===== src/hdl/bfa_pkg.sv =====
// ----------------------------------------------------------------------------
// bfa_pkg
// types, codes and defaults shared by the frame allocator modules
// ----------------------------------------------------------------------------
package bfa_pkg;

	// default sizing
	localparam int DEF_MAX_FRAMES       = 1024;
	localparam int DEF_BITMAP_WORD_BITS = 32;
	localparam int DEF_PAGE_BYTES       = 4096;

	// width used for all frame number compares (covers the largest frame count)
	localparam int CMP_W = 21;

	// register width and reset value fixed by the interface
	localparam int FC_W   = 11;
	localparam int FC_RST = 1024;

	// command codes
	localparam logic [2:0] CMD_ALLOC     = 3'd0;
	localparam logic [2:0] CMD_FREE      = 3'd1;
	localparam logic [2:0] CMD_TEST      = 3'd2;
	localparam logic [2:0] CMD_MARK_USED = 3'd3;
	localparam logic [2:0] CMD_MARK_FREE = 3'd4;

	// status codes
	localparam logic [1:0] STAT_DONE   = 2'd0;
	localparam logic [1:0] STAT_NOP    = 2'd1;
	localparam logic [1:0] STAT_NOFREE = 2'd2;
	localparam logic [1:0] STAT_RANGE  = 2'd3;

	typedef struct packed {
		logic [2:0]  cmd;
		logic [21:0] phys_addr;
		logic [9:0]  page_frame;
		logic        kernel_page;
		logic        write_ok;
	} req_t;

	typedef struct packed {
		logic [1:0] status;
		logic [9:0] frame_number;
		logic       present;
		logic       read_write;
		logic       user_mode;
		logic       frame_in_use;
	} rsp_t;

	typedef enum logic [2:0] {
		S_IDLE,
		S_DECODE,
		S_SCAN,
		S_MODIFY,
		S_FINISH
	} state_t;

	// controller to datapath
	typedef struct packed {
		logic load_item;
		logic cfg_we;
		logic dec;
		logic scan_run;
		logic modify;
		logic load_out;
	} dp_cmd_t;

	// datapath to controller
	typedef struct packed {
		logic need_scan;
		logic need_rmw;
		logic scan_done;
		logic out_free;
	} dp_sts_t;

endpackage


===== src/hdl/bfa_ctrl.sv =====
// ----------------------------------------------------------------------------
// bfa_ctrl
// sequencer: one word at a time through decode, bitmap scan or read-modify-write
// ----------------------------------------------------------------------------
module bfa_ctrl (
	input  logic              clk,
	input  logic              arst_n,
	input  logic              req_valid,
	output logic              req_stall,
	input  logic              cfg_valid,
	output logic              cfg_ready,
	output bfa_pkg::dp_cmd_t  cmd,
	input  bfa_pkg::dp_sts_t  sts
);
	import bfa_pkg::*;

	state_t state_q, state_d;

	always_ff @(posedge clk or negedge arst_n) begin
		if (!arst_n) begin
			state_q <= S_IDLE;
		end else begin
			state_q <= state_d;
		end
	end

	// next state
	always_comb begin
		state_d = state_q;
		unique case (state_q)
			S_IDLE: begin
				if (req_valid) state_d = S_DECODE;
			end
			S_DECODE: begin
				if (sts.need_scan)     state_d = S_SCAN;
				else if (sts.need_rmw) state_d = S_MODIFY;
				else                   state_d = S_FINISH;
			end
			S_SCAN: begin
				if (sts.scan_done) state_d = S_FINISH;
			end
			S_MODIFY: begin
				state_d = S_FINISH;
			end
			S_FINISH: begin
				if (sts.out_free) state_d = S_IDLE;
			end
			default: state_d = S_IDLE;
		endcase
	end

	// outputs
	always_comb begin
		cmd       = '0;
		req_stall = 1'b1;
		cfg_ready = 1'b0;
		unique case (state_q)
			S_IDLE: begin
				req_stall     = 1'b0;
				cfg_ready     = 1'b1;
				cmd.load_item = req_valid;
				cmd.cfg_we    = cfg_valid;
			end
			S_DECODE: cmd.dec      = 1'b1;
			S_SCAN:   cmd.scan_run = 1'b1;
			S_MODIFY: cmd.modify   = 1'b1;
			S_FINISH: cmd.load_out = sts.out_free;
			default: ;
		endcase
	end

endmodule


===== src/hdl/bfa_dp.sv =====
// ----------------------------------------------------------------------------
// bfa_dp
// bitmap store, first-fit word scan, read-modify-write and result registers
// ----------------------------------------------------------------------------
module bfa_dp #(
	parameter int MAX_FRAMES       = bfa_pkg::DEF_MAX_FRAMES,
	parameter int BITMAP_WORD_BITS = bfa_pkg::DEF_BITMAP_WORD_BITS,
	parameter int PAGE_BYTES       = bfa_pkg::DEF_PAGE_BYTES
) (
	input  logic                      clk,
	input  logic                      arst_n,
	input  bfa_pkg::req_t             req,
	input  logic [bfa_pkg::FC_W-1:0]  cfg_frame_count,
	input  logic                      rsp_stall,
	output logic                      rsp_valid,
	output bfa_pkg::rsp_t             rsp,
	input  bfa_pkg::dp_cmd_t          cmd,
	output bfa_pkg::dp_sts_t          sts
);
	import bfa_pkg::*;

	// word size and page size are to be powers of two; the block itself does not check this
	localparam int WB         = BITMAP_WORD_BITS;
	localparam int WORD_COUNT = (MAX_FRAMES + WB - 1) / WB;
	localparam int WA_W       = (WORD_COUNT > 1) ? $clog2(WORD_COUNT) : 1;
	localparam int BIT_W      = $clog2(WB);
	localparam int PAGE_SH    = $clog2(PAGE_BYTES);

	localparam logic [CMP_W-1:0] MAXF      = CMP_W'(MAX_FRAMES);
	localparam logic [WA_W:0]    WCNT      = (WA_W + 1)'(WORD_COUNT);
	localparam logic [WA_W-1:0]  LAST_WORD = WA_W'(WORD_COUNT - 1);

	// registers
	req_t                  item_q;
	logic [FC_W-1:0]       fc_q;
	rsp_t                  res_q, res_d;
	rsp_t                  rsp_q;
	logic                  rsp_valid_q;
	logic [WB-1:0]         mem [0:WORD_COUNT-1];
	logic [WORD_COUNT-1:0] vld_q;
	logic [WB-1:0]         rd_word_s1;
	logic                  rd_live_s1;
	logic [WA_W:0]         scan_ptr_q;
	logic                  chk_s1;
	logic [WA_W-1:0]       chk_word_s1;

	// combinational
	logic [CMP_W-1:0] lim_c, fc_ext_c, tgt_c, base_c, cand_c;
	logic             in_rng_c;
	logic [WA_W-1:0]  tgt_word_c, rd_addr_c, wa_c;
	logic [BIT_W-1:0] tgt_bit_c, low_c;
	logic [WB-1:0]    word_c, tgt_mask_c, wd_c;
	logic             free_any_c, found_c, nofree_c, we_c, issue_c;
	logic             is_free_c, is_mark_c, is_test_c;

	// frame limit and target frame
	always_comb begin
		fc_ext_c   = CMP_W'(fc_q);
		lim_c      = (fc_ext_c < MAXF) ? fc_ext_c : MAXF;
		is_free_c  = (item_q.cmd == CMD_FREE);
		is_test_c  = (item_q.cmd == CMD_TEST);
		is_mark_c  = (item_q.cmd == CMD_MARK_USED) || (item_q.cmd == CMD_MARK_FREE);
		tgt_c      = is_free_c ? CMP_W'(item_q.page_frame)
		                       : CMP_W'(item_q.phys_addr >> PAGE_SH);
		in_rng_c   = (tgt_c < lim_c);
		tgt_word_c = tgt_c[BIT_W +: WA_W];
		tgt_bit_c  = tgt_c[BIT_W-1:0];
		tgt_mask_c = WB'(1) << tgt_bit_c;
		word_c     = rd_live_s1 ? rd_word_s1 : '0;
	end

	// first-fit check of the word in hand
	always_comb begin
		low_c = '0;
		for (int i = WB - 1; i >= 0; i--) begin
			if (!word_c[i]) low_c = BIT_W'(i);
		end
		free_any_c = ~&word_c;
		base_c     = CMP_W'(chk_word_s1) << BIT_W;
		cand_c     = base_c + CMP_W'(low_c);
		found_c    = chk_s1 && (base_c < lim_c) && free_any_c && (cand_c < lim_c);
		nofree_c   = chk_s1 && ((base_c >= lim_c) || (free_any_c && (cand_c >= lim_c))
		             || (!free_any_c && (chk_word_s1 == LAST_WORD)));
	end

	always_comb begin
		sts.need_scan = (item_q.cmd == CMD_ALLOC) && (item_q.page_frame == '0);
		sts.need_rmw  = ((is_free_c && (item_q.page_frame != '0)) || is_test_c || is_mark_c)
		                && in_rng_c;
		sts.scan_done = found_c || nofree_c;
		sts.out_free  = !rsp_valid_q || !rsp_stall;
	end

	// store port selection
	always_comb begin
		issue_c   = cmd.scan_run && (scan_ptr_q < WCNT);
		rd_addr_c = cmd.scan_run ? scan_ptr_q[WA_W-1:0] : tgt_word_c;
		if (cmd.scan_run) begin
			we_c = found_c;
			wa_c = chk_word_s1;
			wd_c = word_c | (WB'(1) << low_c);
		end else begin
			we_c = cmd.modify && !is_test_c;
			wa_c = tgt_word_c;
			wd_c = (item_q.cmd == CMD_MARK_USED) ? (word_c | tgt_mask_c)
			                                     : (word_c & ~tgt_mask_c);
		end
	end

	// result building
	always_comb begin
		res_d = res_q;
		if (cmd.dec) begin
			res_d = '0;
			unique case (item_q.cmd) inside
				CMD_ALLOC: begin
					res_d.status       = STAT_NOP;
					res_d.frame_number = item_q.page_frame;
				end
				CMD_FREE: begin
					if (item_q.page_frame == '0) begin
						res_d.status = STAT_NOP;
					end else begin
						res_d.status       = STAT_RANGE;
						res_d.frame_number = item_q.page_frame;
					end
				end
				CMD_TEST, CMD_MARK_USED, CMD_MARK_FREE: res_d.status = STAT_RANGE;
				default: res_d.status = STAT_NOP;
			endcase
		end
		if (cmd.scan_run && sts.scan_done) begin
			res_d = '0;
			if (found_c) begin
				res_d.status       = STAT_DONE;
				res_d.frame_number = cand_c[9:0];
				res_d.present      = 1'b1;
				res_d.read_write   = item_q.write_ok;
				res_d.user_mode    = ~item_q.kernel_page;
			end else begin
				res_d.status = STAT_NOFREE;
			end
		end
		if (cmd.modify) begin
			res_d              = '0;
			res_d.status       = STAT_DONE;
			res_d.frame_in_use = is_test_c && word_c[tgt_bit_c];
		end
	end

	// control registers
	always_ff @(posedge clk or negedge arst_n) begin
		if (!arst_n) begin
			fc_q        <= FC_W'(FC_RST);
			rsp_valid_q <= 1'b0;
			vld_q       <= '0;
			scan_ptr_q  <= '0;
			chk_s1      <= 1'b0;
		end else begin
			if (cmd.cfg_we) fc_q <= cfg_frame_count;
			if (cmd.load_out)    rsp_valid_q <= 1'b1;
			else if (!rsp_stall) rsp_valid_q <= 1'b0;
			if (we_c) vld_q[wa_c] <= 1'b1;
			if (cmd.dec)           scan_ptr_q <= '0;
			else if (issue_c)      scan_ptr_q <= scan_ptr_q + 1'b1;
			chk_s1 <= issue_c;
		end
	end

	// payload registers
	always_ff @(posedge clk) begin
		if (cmd.load_item) item_q <= req;
		if (cmd.load_out)  rsp_q  <= res_q;
		res_q       <= res_d;
		chk_word_s1 <= scan_ptr_q[WA_W-1:0];
	end

	// bitmap store, registered read
	always_ff @(posedge clk) begin
		if (we_c) mem[wa_c] <= wd_c;
		rd_word_s1 <= mem[rd_addr_c];
		rd_live_s1 <= vld_q[rd_addr_c];
	end

	assign rsp_valid = rsp_valid_q;
	assign rsp       = rsp_q;

endmodule


===== src/hdl/bitmap_frame_allocator.sv =====
// ----------------------------------------------------------------------------
// bitmap_frame_allocator
// first-fit physical frame allocator over a bitmap of usage words
// ----------------------------------------------------------------------------
//
//  channel  | handshake              | word
//  ---------+------------------------+-------------------------------
//  req      | req_valid / req_stall  | command, address, page entry
//  rsp      | rsp_valid / rsp_stall  | status, frame and page bits
//  cfg      | cfg_valid / cfg_ready  | frame_count
//
//  one word is worked on at a time: accept, decode, then either
//  a first-fit scan from bitmap word 0, a read-modify-write or nothing,
//  then a load of the output register; the single-read store port
//  sets the scan at one bitmap word per cycle
//  reset clears the bitmap at once through one valid flag per word
//  a stalled result waits in the output register; the next word is taken
//  meanwhile and holds in its last step until the register frees
//
module bitmap_frame_allocator #(
	parameter int MAX_FRAMES       = bfa_pkg::DEF_MAX_FRAMES,
	parameter int BITMAP_WORD_BITS = bfa_pkg::DEF_BITMAP_WORD_BITS,
	parameter int PAGE_BYTES       = bfa_pkg::DEF_PAGE_BYTES
) (
	input  logic                      clk,
	input  logic                      arst_n,
	// request channel
	input  logic                      req_valid,
	output logic                      req_stall,
	input  bfa_pkg::req_t             req,
	// result channel
	output logic                      rsp_valid,
	input  logic                      rsp_stall,
	output bfa_pkg::rsp_t             rsp,
	// frame_count register write
	input  logic                      cfg_valid,
	output logic                      cfg_ready,
	input  logic [bfa_pkg::FC_W-1:0]  cfg_frame_count
);
	import bfa_pkg::*;

	dp_cmd_t cmd;
	dp_sts_t sts;

	// sequencer: decides which step runs, nothing of the payload
	bfa_ctrl u_ctrl (
		.clk       (clk),
		.arst_n    (arst_n),
		.req_valid (req_valid),
		.req_stall (req_stall),
		.cfg_valid (cfg_valid),
		.cfg_ready (cfg_ready),
		.cmd       (cmd),
		.sts       (sts)
	);

	// bitmap, limit register, scan pointer and result path
	bfa_dp #(
		.MAX_FRAMES       (MAX_FRAMES),
		.BITMAP_WORD_BITS (BITMAP_WORD_BITS),
		.PAGE_BYTES       (PAGE_BYTES)
	) u_dp (
		.clk             (clk),
		.arst_n          (arst_n),
		.req             (req),
		.cfg_frame_count (cfg_frame_count),
		.rsp_stall       (rsp_stall),
		.rsp_valid       (rsp_valid),
		.rsp             (rsp),
		.cmd             (cmd),
		.sts             (sts)
	);

endmodule


===== config.mk =====
export PLATFORM = sky130hd
export DESIGN_NAME = bitmap_frame_allocator
export DESIGN_NICKNAME = d
export VERILOG_FILES = /design/src/hdl/bfa_pkg.sv /design/src/hdl/bfa_ctrl.sv /design/src/hdl/bfa_dp.sv /design/src/hdl/bitmap_frame_allocator.sv
export SDC_FILE = /design/constraint.sdc
export NUM_CORES = 1
export LEC_CHECK = 0
export ABC_AREA = 1
export BUFFER_PORTS_ARGS = -buffer_cell sky130_fd_sc_hd__clkbuf_2
export CAP_MARGIN = 20
export CORE_UTILIZATION = 35
export CTS_BUF_LIST = sky130_fd_sc_hd__clkbuf_8 sky130_fd_sc_hd__clkbuf_16
export DETAILED_ROUTE_END_ITERATION = 8
export SLEW_MARGIN = 40
export SYNTH_ARGS = -nofsm -noshare
export SYNTH_HDL_FRONTEND = slang
export SYNTH_SLANG_ARGS = --single-unit

===== constraint.sdc =====
create_clock -name clk -period 9.64 [get_ports clk]
set_input_delay 1.446 -clock clk [delete_from_list [all_inputs] [get_ports clk]]
set_output_delay 1.446 -clock clk [all_outputs]
set_load 0.02 [all_outputs]

-- Word-level counts from Yosys, hierarchy flattened
Memories as Yosys holds them, arrays and structs flattened. A register that Yosys moved wholly into a read port is not among the register bits.
Index checks and enable logic that the tools add are counted.
- mux-type cells: 74
- shift-type cells: 2
- multipliers: 0
- reduce and logical (&&, ||, !) cells: 35
- magnitude comparators: 11
- $add $sub $neg: 2
- equal/unequal tests: 13
- bitwise logic cells: 6
- div/mod/pow operators: 0
- operators with widths (cell ; count):
    two-way mux 5 bit ; 34
    two-way mux 32 bit ; 3
    OR 32 bit ; 3
    << shifter 1 x 5 -> 32 bit (first input constant) ; 2
    < comparator 21 bit ; 2
    bitwise AND 32 bit ; 1
    two-way mux 16 bit ; 2
    inverter 32 bit ; 1
    AND reduction 32 bit ; 1
    greater-or-equal comparator 10 x 21 -> 1 bit ; 1
    greater-or-equal comparator 21 bit ; 1
    < comparator 10 x 21 -> 1 bit ; 1
    two-way mux 10 bit ; 2
    one-hot mux 10 bit (2 select lines) ; 1
    < comparator 5 x 6 -> 1 bit (second input constant) ; 3
    two-way mux 1 bit ; 15
    two-way mux 3 bit ; 5
    one-hot mux 3 bit (5 select lines) ; 1
    logical AND 1 bit ; 14
    two-way mux 13 bit ; 1
    equality test 3 x 2 -> 1 bit (second input constant) ; 4
    two-way mux 6 bit ; 2
    adder 10 x 5 -> 11 bit ; 1
    < comparator 11 bit (second input constant) ; 1
    23 further kinds ; 41
- input port bits: 53
- memories: 1
- logic and storage cells: 169
- register bits after elaboration: 129
- bits in writable memories: 1024
- latch bits: 0
- ROM bits: 0
- memory list (name ; depth ; width ; read ports ; clocked after Yosys merged registers in ; wr ports ; RTL line ; RTL):
    u_dp.mem ; 32 ; 32 ; 1 ; 1 ; 1 ; bfa_dp.sv:39 ; logic [WB-1:0] mem [0:WORD_COUNT-1];

-- Depth between registers and ports, before layout
- word-level depth: 43
- gate-level depth with buffers: 46
- gate-level depth less buffers: 46

-- By module
A second synthesis with hierarchy kept.
- cell total of the unflattened synthesis: 3495
- area, all modules: 47780.8 sq um
- by module, submodules not included (module ; times used ; area each (sq um) ; cells each ; sequential area each (sq um)):
    bfa_dp ; 1 ; 47556.9 ; 3459 ; 34349.2
    bfa_ctrl ; 1 ; 224.0 ; 36 ; 75.1

-- Worst setup path after synthesis
OpenSTA, ideal clock, no wires.
- path kind: flip-flop to flip-flop
- from: reg u_dp.rd_live_s1
- to: mem u_dp.mem[0][0] in the netlist's numbering, enable pin
- cell stages (with the launch flop): 24
- path slack: 4518 ps
- clock period less this slack: 5122 ps
- arrival: 4700 ps
- cell sequence: dfxtp_1 buf_6 buf_8 buf_6 buf_4 nand2_1 nor2_1 nand2_1 nor2_1 inv_1 nor2_1 inv_1 nor2_1 clkbuf_1 ha_1 a21o_1 a21oi_1 nand2_1 a21oi_2 nand3_2 nand2_2 nand3_2 buf_6 nor2_1
- longest elaborated chain between the ends: 39
- elaborated cells on any way between the ends: 42
- ends and longest elaborated chain (item ; RTL line ; RTL):
    start: declaration ; bfa_dp.sv:42 ; logic rd_live_s1;
    start signal: assignment ; bfa_dp.sv:182 ; rd_live_s1 <= vld_q[rd_addr_c];
    two-way mux 32 bit * ; bfa_dp.sv:69 ; word_c = rd_live_s1 ? rd_word_s1 : '0;
    two-way mux 5 bit (32 in series) ; bfa_dp.sv:76 ; if (!word_c[i]) low_c = BIT_W'(i);
    adder 10 x 5 -> 11 bit ; bfa_dp.sv:80 ; cand_c = base_c + CMP_W'(low_c);
    < comparator 21 bit ; bfa_dp.sv:81 ; found_c = chk_s1 && (base_c < lim_c) && free_any_c && (cand_c < lim_c);
    logical AND 1 bit * ; bfa_dp.sv:81 ;
    two-way mux 1 bit * ; bfa_dp.sv:98 ; if (cmd.scan_run) begin
    two-way mux 1 bit * ; bfa_dp.sv:180 ; if (we_c) mem[wa_c] <= wd_c;
    two-way mux 1 bit (not written as such) * ; bfa_dp.sv:180 ;
    end: declaration ; bfa_dp.sv:39 ;
Every way passes the cells marked *; elsewhere a longest branch is shown, timed or not.

-- Worst setup path in the final report
- from: reg u_dp.rd_live_s1
- to: mem u_dp.mem[16][2] in the netlist's numbering, enable pin
The elaborated chain is that of the path after synthesis.

==> results.yml <==
timing:
  setup_slack_ns: 3.20
  drv_slew: 0
  worst_pin_slew_ns: 0.880
  setup_violations: 0
  rsz0062_at_grt: "false"
  finalSetupTns_ns: 0
  fmax_mhz: 155
  hold_violations: 0
  min_period_ns: 6.44
  slew_headroom_pct: 41.4
  finalClockSkew_ns: 0.0244
  min_period_over_period_pct: 66.8
cells_and_area:
  nets: 3720
  design_area_um2: 54500
  layout-drive-gt1-share_pct: 12.0
  final_cell_mix: "1066 x edfxtp_1, 588 x nor2_1, 330 x o21ai_0, 240 x nand2_1, 156 x o221ai_1"
  stdcell_count: 5529
  final_common_cell: "edfxtp_1"
  area_growth_pct: 14.0
floorplanning:
  coreArea_um2: 135000
  start_util_pct: 35.3
  die_w_um: 372
  die_area_um2: 138000
  die_y_um: 372
  io_pins: 72
  num_rows: 135
worst_setup_path:
  start_kind: "register"
  crit_arrival_ns: 6.80
  crit_path_end_kind: "register"
  cp_slowest_stage_delay_ns: 0.83
  crit_slowest_cell: "dfxtp_1"
  crit_path_max_fanout: 20
  setup.worst_path.class: "register to register"
  cp_common_cell: "nor2_1"
  cp_cell_sequence: "buf_4, nand2_1, nor3_1, nor2_1, nor2_1, nor2_1, nor2_1, o211ai_1, nand2_1, inv_1, ha_1, inv_1, o21bai_1, a21oi_1, nand2_1, a21oi_2, nand3_2, nand2_2, nand3_2, nor2_4, buf_4"
  required_ns: 10.00
clock_network:
  cts-root-buf: "clkbuf_16"
  cts_resized: 0
  clkSinkCount: 1173
  cts_made_buffers: 119
  cts_tree: "yes"
  post_cts_buffers: 0
  cts_max_level: 3
  insertion_delay_ns: 0.72
  cts_hold_buf: 0
  clk_path_buf_depth: 3
  clk_pin_slew_ns: 0.06
global_route:
  grt_pass1_vias: 29205
  grt_max_degree: 190
  antenna_found_initial: 2
  overflow: 0
  grt_pass1_wl_um: 191000
  grtUsageTotal_pct: 18.4
yosys:
  synth_ff_type: "edfxtp_1"
  synth_compound_area_share_pct: 12.4
  syn_avg_cell_area_um2: 13.3
  synth_enable_flop_cells: 1066
  ys.warnings.count: 0
  synth.distinct_cells: 58
  ys_ff_latch: 1173
  yosysSeqAreaShare_pct: 72.0
  synthAdderAreaFrac_pct: 0.497
  muxShareOfSynthArea_pct: 3.41
  synthXorXnorAreaFrac_pct: 0
  synthArstFlopShare_pct: 4.60
  netlist_area_um2: 47800
  synth_top_family_by_area: "compound AO/OA/AOI/OAI gates"
  synth_cells: 3604
  synth_nets: 3676
  synth-simple-area-share_pct: 8.75
power_and_ir_drop:
  p_int_mw: 10.9
  p_comb_share_pct: 33.5
  power_frac_seq_pct: 40.3
  powerDensity_nw_per_um2: 315
  p_leak_nw: 18.7
  netSwitchingFraction_pct: 36.9
  clkPwrFrac_pct: 26.1
  peakVddDrop_mv: 0.286
  p_sw_mw: 6.34
detailed_routing:
  vias_per_cell: 5.50
  drcViolationCount: 0
  antenna_left: 0
  drt-total-wl_um: 129000
  wl_per_cell_um: 23.4
  num_vias: 30437
  drtIter0Drc: 3193
  dr.pass1.iters: 5
placed_design:
  placed_cell_area_um2: 50600
  gp_congestion: 0.929
  hpwl_um: 71800
  dp.cells: 5303
  dpl_worst_slack_ns: 3.21
  port_buffers: 59
outcome:
  status: "finished, final reports clean"
min_path:
  hold_class: "register to register"
flow_run:
  cap_violations: 0
-- critical path, delay by kind of cell, from the launching register on --
family	cells	cell delay, ns
AND/OR/NAND/NOR	12	3.25
AO/OA/AOI/OAI	4	0.48
flip-flops	1	0.83
buffers and inverters	4	1.14
adder cells (fa/ha/maj)	1	0.32
-- final cells by class --
class | instances | area [µm²]
flip-flops and latches | 1173 | 34400
clock buffers | 125 | 3060
well taps | 1781 | 2230
multi-input cells | 2082 | 12400
fillers | 12511 | 81000
diodes | 2 | 5.00
clock inverters | 94 | 741
inverters | 112 | 445
repair buffers | 160 | 1260
-- kinds of logic (layout without fill, tap and decap cells) --
family / count (synthesis) / count (layout)
flip-flops: 1173 / 1173
AND/OR/NAND/NOR: 1027 / 1027
AO/OA/AOI/OAI: 874 / 874
buffers and inverters: 349 / 491
multiplexers: 162 / 162
adder cells (fa/ha/maj): 19 / 19
other: 0 / 2
-- state kept, by name, indices dropped and copies added, names as in the netlist --
register	count
u_dp.rsp_valid	1
u_dp.mem	1024
u_dp.rd_word_s1	32
u_dp.rd_live_s1	1
u_dp.scan_ptr_q	6
u_dp.chk_word_s1	5
u_dp.res_q	16
u_dp.item_q	25
u_dp.fc_q	11
u_dp.vld_q	32
u_dp.rsp	16
u_dp.chk_s1	1
u_ctrl.state_q	3
-- routing by layer --
| metal | track usage [%] | part of all wire (%) |
|---|---|---|
| met5 | 0 | 0 |
| met4 | 5.23 | 2.7 |
| met3 | 2.99 | 7.1 |
| met2 | 29.5 | 46 |
| met1 | 25.6 | 44 |
-- path summary, 6_finish.rpt --
check	startpoint	endpoint	slack (ns)	depth (start not counted)
worst max register to register	u_dp.rd_live_s1	u_dp.mem[16][2]	3.20	21
worst min-delay path	u_dp.scan_ptr_q[0]	u_dp.chk_word_s1[0]	0.41	0
max in group asynchronous	arst_n	u_dp.vld_q[4]	8.40	2
worst min register to register	u_dp.scan_ptr_q[0]	u_dp.chk_word_s1[0]	0.41	0
min in group asynchronous	arst_n	u_dp.fc_q[7]	0.82	2
worst max-delay path	u_dp.rd_live_s1	u_dp.mem[16][2]	3.20	21
-- synth_stat cells (53+ instances only) --
| master | number | area (µm²) |
|---|---|---|
| a21oi_1 | 55 | 275 |
| clkbuf_1 | 186 | 698 |
| dfrtp_1 | 53 | 1330 |
| dfxtp_1 | 53 | 1060 |
| edfxtp_1 | 1066 | 32000 |
| inv_1 | 103 | 387 |
| mux2i_1 | 154 | 1540 |
| nand2_1 | 249 | 935 |
| nand3_1 | 81 | 405 |
| nor2_1 | 621 | 2330 |
| o211ai_1 | 90 | 676 |
| o21ai_0 | 335 | 1680 |
| o221ai_1 | 156 | 1370 |
| o32ai_1 | 102 | 893 |
-- per-stage QoR --
| stage | hold slack, ns | utilization [%] | power, mW |
|---|---|---|---|
| finish | 0.406 | 40.2 | 17.2 |
| global route | 0.416 | 40.2 | 17.9 |
| detailed placement | 0.392 | 37.3 | 12.7 |
| floorplan | 0.368 | - | 10.6 |
| global placement | 0.386 | 37.3 | 12.6 |
| CTS | 0.406 | 40.1 | 17.2 |
-- power groups by stage --
stage	logic, mW	registers, mW	clock network (mW)
floorplan	3.64	6.99	0
global placement	5.59	7.04	0
detailed placement	5.69	7.03	0
CTS	5.71	6.93	4.56
global route	6.26	6.95	4.74
finish	5.76	6.93	4.49
No activity file was read; power rests on OpenSTA's default activity.
